[config.mk]
export PLATFORM = sky130hd
export DESIGN_NAME = pwm_setpoint_ramp_limiter
export DESIGN_NICKNAME = d
export VERILOG_FILES = /design/src/design/psrl_pkg.sv /design/src/design/psrl_div.sv /design/src/design/pwm_setpoint_ramp_limiter.sv
export SDC_FILE = /design/constraint.sdc
export NUM_CORES = 1
export LEC_CHECK = 0
export BUFFER_PORTS_ARGS = -buffer_cell sky130_fd_sc_hd__buf_2
export CORE_ASPECT_RATIO = 0.5
export CORE_UTILIZATION = 55
export DETAILED_ROUTE_END_ITERATION = 8
export PLACE_DENSITY_LB_ADDON = 0.2
export REMOVE_ABC_BUFFERS = 1
export SLEW_MARGIN = 20
export SYNTH_ARGS = -nofsm -noshare
export SYNTH_HDL_FRONTEND = slang
export SYNTH_SLANG_ARGS = --single-unit
[constraint.sdc]
create_clock -name i_clk -period 15.94 [get_ports i_clk]
set_clock_uncertainty 0.05 [all_clocks]
set_input_delay 0.797 -clock i_clk [delete_from_list [all_inputs] [get_ports i_clk]]
set_output_delay 0.797 -clock i_clk [all_outputs]
set_load 0.05 [all_outputs]
[src/design/psrl_pkg.sv]
// Shared types, codes and constants of the PWM setpoint ramp limiter.
`default_nettype none

package psrl_pkg;

    localparam int PWM_WIDTH = 16;
    localparam int SUM_W     = PWM_WIDTH + 2;
    localparam int MAG_W     = 8;
    localparam int SPAN_W    = 16;
    localparam int PROD_W    = MAG_W + SPAN_W;
    localparam int DIV_CNT_W = $clog2(PROD_W);
    localparam int IN_DATA_W = 8;
    localparam int OUT_DATA_W = 40;

    typedef logic [PWM_WIDTH-1:0] t_pwm;
    typedef logic [PROD_W-1:0]    t_prod;

    localparam t_pwm PWM_MAX = {PWM_WIDTH{1'b1}};
    localparam logic [DIV_CNT_W-1:0] DIV_LAST = DIV_CNT_W'(PROD_W - 1);

    localparam logic [MAG_W-1:0] REVERSE_LIMIT = 8'h80;
    localparam logic [MAG_W-1:0] BYTE_MASK     = 8'hff;

    // Input kinds
    localparam logic [2:0] MODE_SPEED   = 3'd0;
    localparam logic [2:0] MODE_TICK    = 3'd1;
    localparam logic [2:0] MODE_BRAKE   = 3'd2;
    localparam logic [2:0] MODE_ENABLE  = 3'd3;
    localparam logic [2:0] MODE_DISABLE = 3'd4;

    // Register indexes
    localparam logic [2:0] CFG_STYLE = 3'd0;
    localparam logic [2:0] CFG_BASE  = 3'd1;
    localparam logic [2:0] CFG_SPAN  = 3'd2;
    localparam logic [2:0] CFG_STEP  = 3'd3;
    localparam logic [2:0] CFG_VMAX  = 3'd4;

    // Reset values
    localparam logic [15:0] RST_BASE = 16'd1500;
    localparam logic [15:0] RST_SPAN = 16'd300;
    localparam logic [7:0]  RST_STEP = 8'd10;
    localparam logic [7:0]  RST_VMAX = 8'd128;

    typedef enum logic [2:0] {
        ST_IDLE,
        ST_MUL,
        ST_DIV_GO,
        ST_DIV,
        ST_TGT,
        ST_RAMP,
        ST_EMIT
    } t_state;

    typedef struct packed {
        logic                 start;
        logic [PROD_W-1:0]    dividend;
        logic [MAG_W-1:0]     divisor;
    } t_div_req;

endpackage

`default_nettype wire

[src/design/psrl_div.sv]
// Restoring serial divider, one quotient bit per cycle.
`default_nettype none

module psrl_div (
    input  wire                             i_clk,
    input  wire                             i_rst_n,
    input  wire psrl_pkg::t_div_req         i_req,
    output logic                            o_done,
    output logic [psrl_pkg::PROD_W-1:0]     o_quotient
);

    logic                              r_busy;
    logic                              r_done;
    logic [psrl_pkg::DIV_CNT_W-1:0]    r_cnt;
    logic [psrl_pkg::MAG_W-1:0]        r_rem;
    logic [psrl_pkg::PROD_W-1:0]       r_quo;
    logic [psrl_pkg::MAG_W-1:0]        r_div;

    logic [psrl_pkg::MAG_W:0]          w_trial;
    logic                              w_fit;

    assign w_trial = {r_rem, r_quo[psrl_pkg::PROD_W-1]};
    assign w_fit   = (w_trial >= {1'b0, r_div});

    always_ff @(posedge i_clk) begin
        if (!i_rst_n) begin
            r_busy <= 1'b0;
            r_done <= 1'b0;
            r_cnt  <= '0;
        end else begin
            r_done <= 1'b0;
            if (i_req.start) begin
                r_busy <= 1'b1;
                r_cnt  <= '0;
            end else if (r_busy) begin
                r_cnt <= r_cnt + 1'b1;
                if (r_cnt == psrl_pkg::DIV_LAST) begin
                    r_busy <= 1'b0;
                    r_done <= 1'b1;
                end
            end
        end
    end

    always_ff @(posedge i_clk) begin
        if (i_req.start) begin
            r_rem <= '0;
            r_quo <= i_req.dividend;
            r_div <= i_req.divisor;
        end else if (r_busy) begin
            // shift in next dividend bit, subtract where it fits
            r_rem <= w_fit ? psrl_pkg::MAG_W'(w_trial - {1'b0, r_div})
                           : w_trial[psrl_pkg::MAG_W-1:0];
            r_quo <= {r_quo[psrl_pkg::PROD_W-2:0], w_fit};
        end
    end

    assign o_done     = r_done;
    assign o_quotient = r_quo;

endmodule

`default_nettype wire

[src/design/pwm_setpoint_ramp_limiter.sv]
// Top level of the PWM setpoint ramp limiter: decoder, sequencer, ramp and output register.
`default_nettype none

// Channel   | Direction | Handshake                     | Payload
// ----------+-----------+-------------------------------+------------------------------------
// s_axis    | in        | s_axis_tvalid / s_axis_tready | tuser: mode, tdata: speed_code
// m_axis    | out       | m_axis_tvalid / m_axis_tready | tdata: pwm_value, reverse, drive_on,
//           |           |                               |        fault_count
// cfg       | in        | i_cfg_valid / o_cfg_ready     | i_cfg_index, i_cfg_data
//
// An update tick with drive on passes from acceptance through the product, the divider
// launch, the serial divider (one quotient bit at a time) and its done flag, then target,
// ramp and output load. Every other word goes from acceptance straight to the output load,
// and the next word can be taken once that load is done.
// Input is not ready while a word is in progress; a finished result waits in the output
// register, and the next word is taken while it waits. A stalled output only holds back
// the load of the following result.
// Reset is synchronous, active low; it restores state and settings, not data registers.

module pwm_setpoint_ramp_limiter (
    input  wire         i_clk,
    input  wire         i_rst_n,
    input  wire         s_axis_tvalid,
    output logic        s_axis_tready,
    input  wire  [7:0]  s_axis_tdata,   // [7:0] speed_code
    input  wire  [2:0]  s_axis_tuser,   // [2:0] mode
    output logic        m_axis_tvalid,
    input  wire         m_axis_tready,
    output logic [39:0] m_axis_tdata,   // [15:0] pwm_value, [16] reverse, [17] drive_on,
                                        // [33:18] fault_count, [39:34] zero
    input  wire         i_cfg_valid,
    output logic        o_cfg_ready,
    input  wire  [2:0]  i_cfg_index,
    input  wire  [15:0] i_cfg_data
);

    localparam int SW = psrl_pkg::SUM_W;
    localparam int PW = psrl_pkg::PWM_WIDTH;

    // configuration registers
    logic                           r_style;
    logic [psrl_pkg::SPAN_W-1:0]    r_base;
    logic [psrl_pkg::SPAN_W-1:0]    r_span;
    logic [psrl_pkg::MAG_W-1:0]     r_step;
    logic [psrl_pkg::MAG_W-1:0]     r_vmax;

    // block state
    psrl_pkg::t_state               r_state, n_state;
    logic [psrl_pkg::MAG_W-1:0]     r_mag, n_mag;
    logic                           r_dir, n_dir;
    logic                           r_enabled, n_enabled;
    logic                           r_braking, n_braking;
    psrl_pkg::t_pwm                 r_pwm_now, n_pwm_now;
    psrl_pkg::t_pwm                 r_target, n_target;
    logic [15:0]                    r_faults, n_faults;

    // work registers of the tick path
    psrl_pkg::t_prod                r_prod;
    logic [psrl_pkg::SPAN_W-1:0]    r_scaled, n_scaled;

    // output register
    logic                           r_out_valid, n_out_valid;
    logic [psrl_pkg::OUT_DATA_W-1:0] r_out_data, n_out_data;

    psrl_pkg::t_div_req             w_div_req;
    logic                           w_div_done;
    logic [psrl_pkg::PROD_W-1:0]    w_quotient;

    logic                           w_accept;
    logic                           w_drive_on;
    logic [SW-1:0]                  w_now, w_base, w_step, w_scaled, w_tgt;
    psrl_pkg::t_pwm                 w_base_clamped;
    psrl_pkg::t_pwm                 w_brake_val;
    psrl_pkg::t_pwm                 w_tgt_val;
    logic [psrl_pkg::MAG_W-1:0]     w_code;

    assign o_cfg_ready   = 1'b1;
    assign s_axis_tready = (r_state == psrl_pkg::ST_IDLE);
    assign w_accept      = s_axis_tvalid && s_axis_tready;
    assign w_drive_on    = r_enabled && !r_braking;
    assign w_code        = s_axis_tdata;

    assign w_now    = SW'(r_pwm_now);
    assign w_base   = SW'(r_base);
    assign w_step   = SW'(r_step);
    assign w_scaled = SW'(r_scaled);
    assign w_tgt    = SW'(r_target);

    assign w_base_clamped = (w_base > SW'(psrl_pkg::PWM_MAX)) ? psrl_pkg::PWM_MAX
                                                             : PW'(r_base);

    // brake step toward base
    always_comb begin
        if (!r_style) begin
            if (w_now > w_base + w_step) begin
                w_brake_val = PW'(w_now - w_step);
            end else if (w_base > w_now + w_step) begin
                w_brake_val = PW'(w_now + w_step);
            end else begin
                w_brake_val = w_base_clamped;
            end
        end else begin
            if (w_now >= w_base + w_step) begin
                w_brake_val = PW'(w_now - w_step);
            end else begin
                w_brake_val = w_base_clamped;
            end
        end
    end

    // target from scaled magnitude, saturated at both ends of the range
    always_comb begin
        if (!r_style && r_dir) begin
            w_tgt_val = (w_base >= w_scaled) ? PW'(w_base - w_scaled) : '0;
        end else if (w_base + w_scaled > SW'(psrl_pkg::PWM_MAX)) begin
            w_tgt_val = psrl_pkg::PWM_MAX;
        end else begin
            w_tgt_val = PW'(w_base + w_scaled);
        end
    end

    always_comb begin
        w_div_req.start    = (r_state == psrl_pkg::ST_DIV_GO);
        w_div_req.dividend = r_prod;
        w_div_req.divisor  = r_vmax;
    end

    psrl_div u_div (
        .i_clk      (i_clk),
        .i_rst_n    (i_rst_n),
        .i_req      (w_div_req),
        .o_done     (w_div_done),
        .o_quotient (w_quotient)
    );

    // sequencer: next state and datapath updates
    always_comb begin
        n_state     = r_state;
        n_mag       = r_mag;
        n_dir       = r_dir;
        n_enabled   = r_enabled;
        n_braking   = r_braking;
        n_pwm_now   = r_pwm_now;
        n_target    = r_target;
        n_faults    = r_faults;
        n_scaled    = r_scaled;
        n_out_valid = r_out_valid && !m_axis_tready;
        n_out_data  = r_out_data;

        case (r_state)
            psrl_pkg::ST_IDLE: begin
                if (w_accept) begin
                    n_state = psrl_pkg::ST_EMIT;
                    case (s_axis_tuser)
                        psrl_pkg::MODE_SPEED: begin
                            if (w_code > psrl_pkg::REVERSE_LIMIT) begin
                                n_mag = psrl_pkg::MAG_W'(psrl_pkg::BYTE_MASK - w_code + 8'd1);
                                n_dir = 1'b1;
                            end else begin
                                n_mag = w_code;
                                n_dir = 1'b0;
                            end
                            if (w_code == '0) begin
                                n_braking = 1'b0;
                            end
                        end
                        psrl_pkg::MODE_TICK: begin
                            if (w_drive_on) begin
                                n_state = psrl_pkg::ST_MUL;
                            end else begin
                                // snap to base, target untouched
                                n_pwm_now = w_base_clamped;
                            end
                        end
                        psrl_pkg::MODE_BRAKE: begin
                            n_pwm_now = w_brake_val;
                        end
                        psrl_pkg::MODE_ENABLE: begin
                            n_enabled = 1'b1;
                        end
                        psrl_pkg::MODE_DISABLE: begin
                            n_enabled = 1'b0;
                            n_braking = 1'b1;
                            n_faults  = r_faults + 16'd1;
                        end
                        default: begin
                        end
                    endcase
                end
            end
            psrl_pkg::ST_MUL: begin
                n_state = psrl_pkg::ST_DIV_GO;
            end
            psrl_pkg::ST_DIV_GO: begin
                n_state = psrl_pkg::ST_DIV;
            end
            psrl_pkg::ST_DIV: begin
                if (w_div_done) begin
                    n_state = psrl_pkg::ST_TGT;
                    // zero magnitude gives zero even when vel_max is zero
                    if (r_mag == '0) begin
                        n_scaled = '0;
                    end else if (w_quotient > psrl_pkg::PROD_W'(r_span)) begin
                        n_scaled = r_span;
                    end else begin
                        n_scaled = w_quotient[psrl_pkg::SPAN_W-1:0];
                    end
                end
            end
            psrl_pkg::ST_TGT: begin
                n_target = w_tgt_val;
                n_state  = psrl_pkg::ST_RAMP;
            end
            psrl_pkg::ST_RAMP: begin
                // move by at most one step toward the target
                if (w_tgt > w_now + w_step) begin
                    n_pwm_now = PW'(w_now + w_step);
                end else if (w_now > w_tgt + w_step) begin
                    n_pwm_now = PW'(w_now - w_step);
                end else begin
                    n_pwm_now = r_target;
                end
                n_state = psrl_pkg::ST_EMIT;
            end
            psrl_pkg::ST_EMIT: begin
                // load the word once the output register is free
                if (!r_out_valid || m_axis_tready) begin
                    n_out_valid = 1'b1;
                    n_out_data  = {6'b0, r_faults, w_drive_on, r_dir, 16'(r_pwm_now)};
                    n_state     = psrl_pkg::ST_IDLE;
                end
            end
            default: begin
                n_state = psrl_pkg::ST_IDLE;
            end
        endcase
    end

    always_ff @(posedge i_clk) begin
        if (!i_rst_n) begin
            r_state     <= psrl_pkg::ST_IDLE;
            r_mag       <= '0;
            r_dir       <= 1'b0;
            r_enabled   <= 1'b0;
            r_braking   <= 1'b0;
            r_pwm_now   <= PW'(psrl_pkg::RST_BASE);
            r_target    <= PW'(psrl_pkg::RST_BASE);
            r_faults    <= '0;
            r_out_valid <= 1'b0;
        end else begin
            r_state     <= n_state;
            r_mag       <= n_mag;
            r_dir       <= n_dir;
            r_enabled   <= n_enabled;
            r_braking   <= n_braking;
            r_pwm_now   <= n_pwm_now;
            r_target    <= n_target;
            r_faults    <= n_faults;
            r_out_valid <= n_out_valid;
        end
    end

    // payload registers of the tick path and output
    always_ff @(posedge i_clk) begin
        r_scaled   <= n_scaled;
        r_out_data <= n_out_data;
        if (r_state == psrl_pkg::ST_MUL) begin
            r_prod <= psrl_pkg::PROD_W'(r_mag) * psrl_pkg::PROD_W'(r_span);
        end
    end

    // configuration writes
    always_ff @(posedge i_clk) begin
        if (!i_rst_n) begin
            r_style <= 1'b0;
            r_base  <= psrl_pkg::RST_BASE;
            r_span  <= psrl_pkg::RST_SPAN;
            r_step  <= psrl_pkg::RST_STEP;
            r_vmax  <= psrl_pkg::RST_VMAX;
        end else if (i_cfg_valid && o_cfg_ready) begin
            case (i_cfg_index)
                psrl_pkg::CFG_STYLE: r_style <= i_cfg_data[0];
                psrl_pkg::CFG_BASE:  r_base  <= i_cfg_data;
                psrl_pkg::CFG_SPAN:  r_span  <= i_cfg_data;
                psrl_pkg::CFG_STEP:  r_step  <= i_cfg_data[7:0];
                psrl_pkg::CFG_VMAX:  r_vmax  <= i_cfg_data[7:0];
                default: begin
                end
            endcase
        end
    end

    assign m_axis_tvalid = r_out_valid;
    assign m_axis_tdata  = r_out_data;

    // the divider only reports completion while the sequencer waits for it
    a_div_done_in_wait: assert property (@(posedge i_clk) disable iff (!i_rst_n)
        w_div_done |-> (r_state == psrl_pkg::ST_DIV))
        else $error("divider done outside wait state");

    // a tick with drive off snaps the output to base
    a_tick_snap: assert property (@(posedge i_clk) disable iff (!i_rst_n)
        (w_accept && (s_axis_tuser == psrl_pkg::MODE_TICK) && !w_drive_on)
        |=> (r_pwm_now == $past(w_base_clamped)))
        else $error("tick while off did not snap to base");

    // a new result word appears only from the load state
    a_out_from_emit: assert property (@(posedge i_clk) disable iff (!i_rst_n)
        (n_out_valid && !(r_out_valid && !m_axis_tready))
        |-> (r_state == psrl_pkg::ST_EMIT))
        else $error("result word loaded outside load state");

endmodule

`default_nettype wire
==> impl_metrics.ini <==
[placed_design]
io_buffer_count = 70
dp.cells = 2677
dp_hpwl_mm = 38.7
routabilityCongestion = 0.966

[floorplan]
die_area_um2 = 36400
die_h_um = 135
core_um2 = 34800
start_util_pct = 56.3
ios = 78
rows = 48
die_w_um = 269

[sta]
hold_viol = 0
max_clock_freq_ghz = 0.179
finalSetupViolations = 0
slew_violations = 0
rsz0062_at_grt = false
maxSlewHeadroom_pct = 39.4
worstMarginPinSlew_ns = 0.909
finalCriticalPeriod_ns = 5.57
timing.hold.ws_ns = 0.384
fin_tns_setup_ns = 0
fin_crit_sh_pct = 35.0

[synth]
synth_cell_types = 89
synth_ff_type = dfxtp_1
yosys.area_share.simple_pct = 18.0
post_synth.cell_area_avg_um2 = 8.85
synth_top_family_by_area = adder cells
synth-xor-area-share_pct = 4.16
yosysSeqAreaShare_pct = 29.3
synth_mux_area_share_pct = 3.34
yosysWarnings = 0
synthCells = 2212
async_flop_share_pct = 0
synth_compound_area_share_pct = 16.5
synth_edf_count = 106
synth_area_um2 = 19600
ys_ff_latch = 233
synth_fa_ha_area_share_pct = 22.0

[layout]
syn2layout_area_growth_pct = 7.42
nets = 2552
drive_gt1_share_pct = 8.68
post-route-util_pct = 60.5
num_antenna_cells = 0
n_fill_cell = 3083
final_cell_count_no_fill = 2721
mostFrequentLayoutCell = nand2_1
final_cell_mix = 244 x nand2_1, 224 x inv_1, 198 x ha_1

[clock_tree]
cts_buffer_depth = 3
htreeDepth = 1
clock_latency_ns = 0.56
cts_resized = 0
post_cts_buffers = 0
path_clk_slew_ns = 0.07
cts-root-buf = clkbuf_16
numCtsBuffers = 24
cts.sinks = 233
cts_tree = built
ctsHoldBuffers = 0

[grt]
grt_max_degree = 77
gr-total-overflow = 0
grt_pass1_wl_mm = 81.9
first_global_vias = 15140
antenna_found_initial = 0
grt_usage_pct = 28.7

[setup_path]
reg2regPathDepth = 18
r2r_start = r_mag[6]
worstSetupEndpointType = flip-flop
critPathLaunchType = flip-flop
cp_max_fo = 18
cp.arrival_ns = 5.83
reg2reg_to = r_prod[22]
required_ns = 16.20
r2r_slack_ns = 10.37
crit_type = reg -> reg

[drt]
drt_pass1_iterations = 5
antenna_left = 0
vias = 15934
drt-initial-drc-count = 1415
viasPerCell = 5.86
drc = 0
routedWlPerCell_um = 18.6
wirelength_mm = 50.6

[power]
p_per_area_nw_per_um2 = 87.8
p_leak_uw = 0.00895
total_power_uw = 1850
ir_drop_mv = 0.0650

[worst_hold_path]
min_path_type = reg -> reg
hp-start = r_vmax[3]
hold-path-endpoint = u_div.r_div[3]
whs_path_depth = 0

[job]
max_cap_viol_count = 0

[outcome]
outcome = completed
## flip-flops by register name, indices dropped and copies added (netlist names), 16 cells and up
signal and count:
m_axis_tdata 34, r_prod 24, u_div.o_quotient 24, r_base 16, r_faults 16, r_pwm_now 16, r_scaled 16, r_span 16
r_target 16
## cell families after synthesis
group / count (synthesis)
flops: 233
xor+xnor: 93
fa+ha+maj: 289
buf+inv: 322
simple gates: 729
other cells: 2
mux: 62
compound gates: 482
## per-stage QoR
step | cell area (µm²) | worst slack (ns)
finish | 21000 | 10.37
global route | 21000 | 9.88
CTS | 21000 | 10.36
detailed placement | 20200 | 10.37
global placement | 20200 | 10.43
floorplan | 19100 | 10.97
## per-layer routing
| metal | vias to the layer above | routed length (µm) | global-route usage (%) |
|---|---|---|---|
| met3 | 78 | 3630 | 4.63 |
| met2 | 536 | 22100 | 44.0 |
| li1 | 7702 | - | - |
| met5 | - | 0 | 0 |
| met4 | 0 | 1160 | 7.13 |
| met1 | 7618 | 23800 | 42.0 |
## layout make-up
type	instances	area, µm²	area share, %
Inverter	225	845	4.02
Timing Repair Buffer	82	440	2.09
Multi-Input combinational cell	1662	12600	59.8
Tap cell	475	594	2.83
Sequential cell	233	5730	27.2
Clock buffer	32	682	3.24
Clock inverter	12	159	0.756
## worst max path at each step
stage               cells past startpoint       endpoint      start  slack (ns)
floorplan                              21  r_pwm_now[15]  r_step[1]       10.97
global placement                       21  r_pwm_now[11]  r_base[1]       10.43
detailed placement                     21  r_pwm_now[11]  r_base[1]       10.37
CTS                                    18     r_prod[22]   r_mag[6]       10.36
global route                           19     r_prod[22]   r_mag[4]        9.88
finish                                 18     r_prod[22]   r_mag[6]       10.37
## worst max-delay path, cell delays in order, from the launching register on
cell,delay (ns)
dfxtp_1,0.67
and2_1,0.23
fa_1,0.45
fa_1,0.53
fa_1,0.57
inv_1,0.07
fa_1,0.54
inv_1,0.04
ha_1,0.36
a21oi_1,0.20
o21bai_1,0.11
a31oi_1,0.16
o21ai_0,0.18
o41ai_1,0.44
o21ai_0,0.19
o21ai_0,0.21
nand2b_1,0.08
a21oi_1,0.17
xnor2_1,0.08
## synth_stat cells, types with 13 or more instances
cell / instances / area (µm²)
nand2_1: 244 / 916
inv_1: 225 / 845
ha_1: 198 / 2480
nor2_1: 159 / 597
a21oi_1: 149 / 746
dfxtp_1: 127 / 2540
edfxtp_1: 106 / 3180
fa_1: 91 / 1820
and2_1: 88 / 551
o21ai_0: 88 / 440
clkbuf_1: 68 / 255
xnor2_1: 53 / 464
nand3_1: 47 / 235
xor2_1: 40 / 350
mux2i_1: 36 / 360
nor2b_1: 32 / 200
a21o_1: 29 / 218
nand4_1: 29 / 181
a211oi_1: 28 / 210
nand2b_1: 26 / 163
mux2_2: 25 / 282
nor3_1: 24 / 120
o211ai_1: 24 / 180
and3_1: 20 / 125
o21a_1: 18 / 135
o21bai_1: 15 / 113
a31oi_1: 13 / 81.3
## where the power goes
group / internal [µW] / switching, µW / total [µW]
combinational: 199 / 305 / 503
clock: 353 / 267 / 620
sequential: 671 / 51.1 / 722
total: 1220 / 623 / 1850
Note: power is estimated with default switching activity, not from simulation.
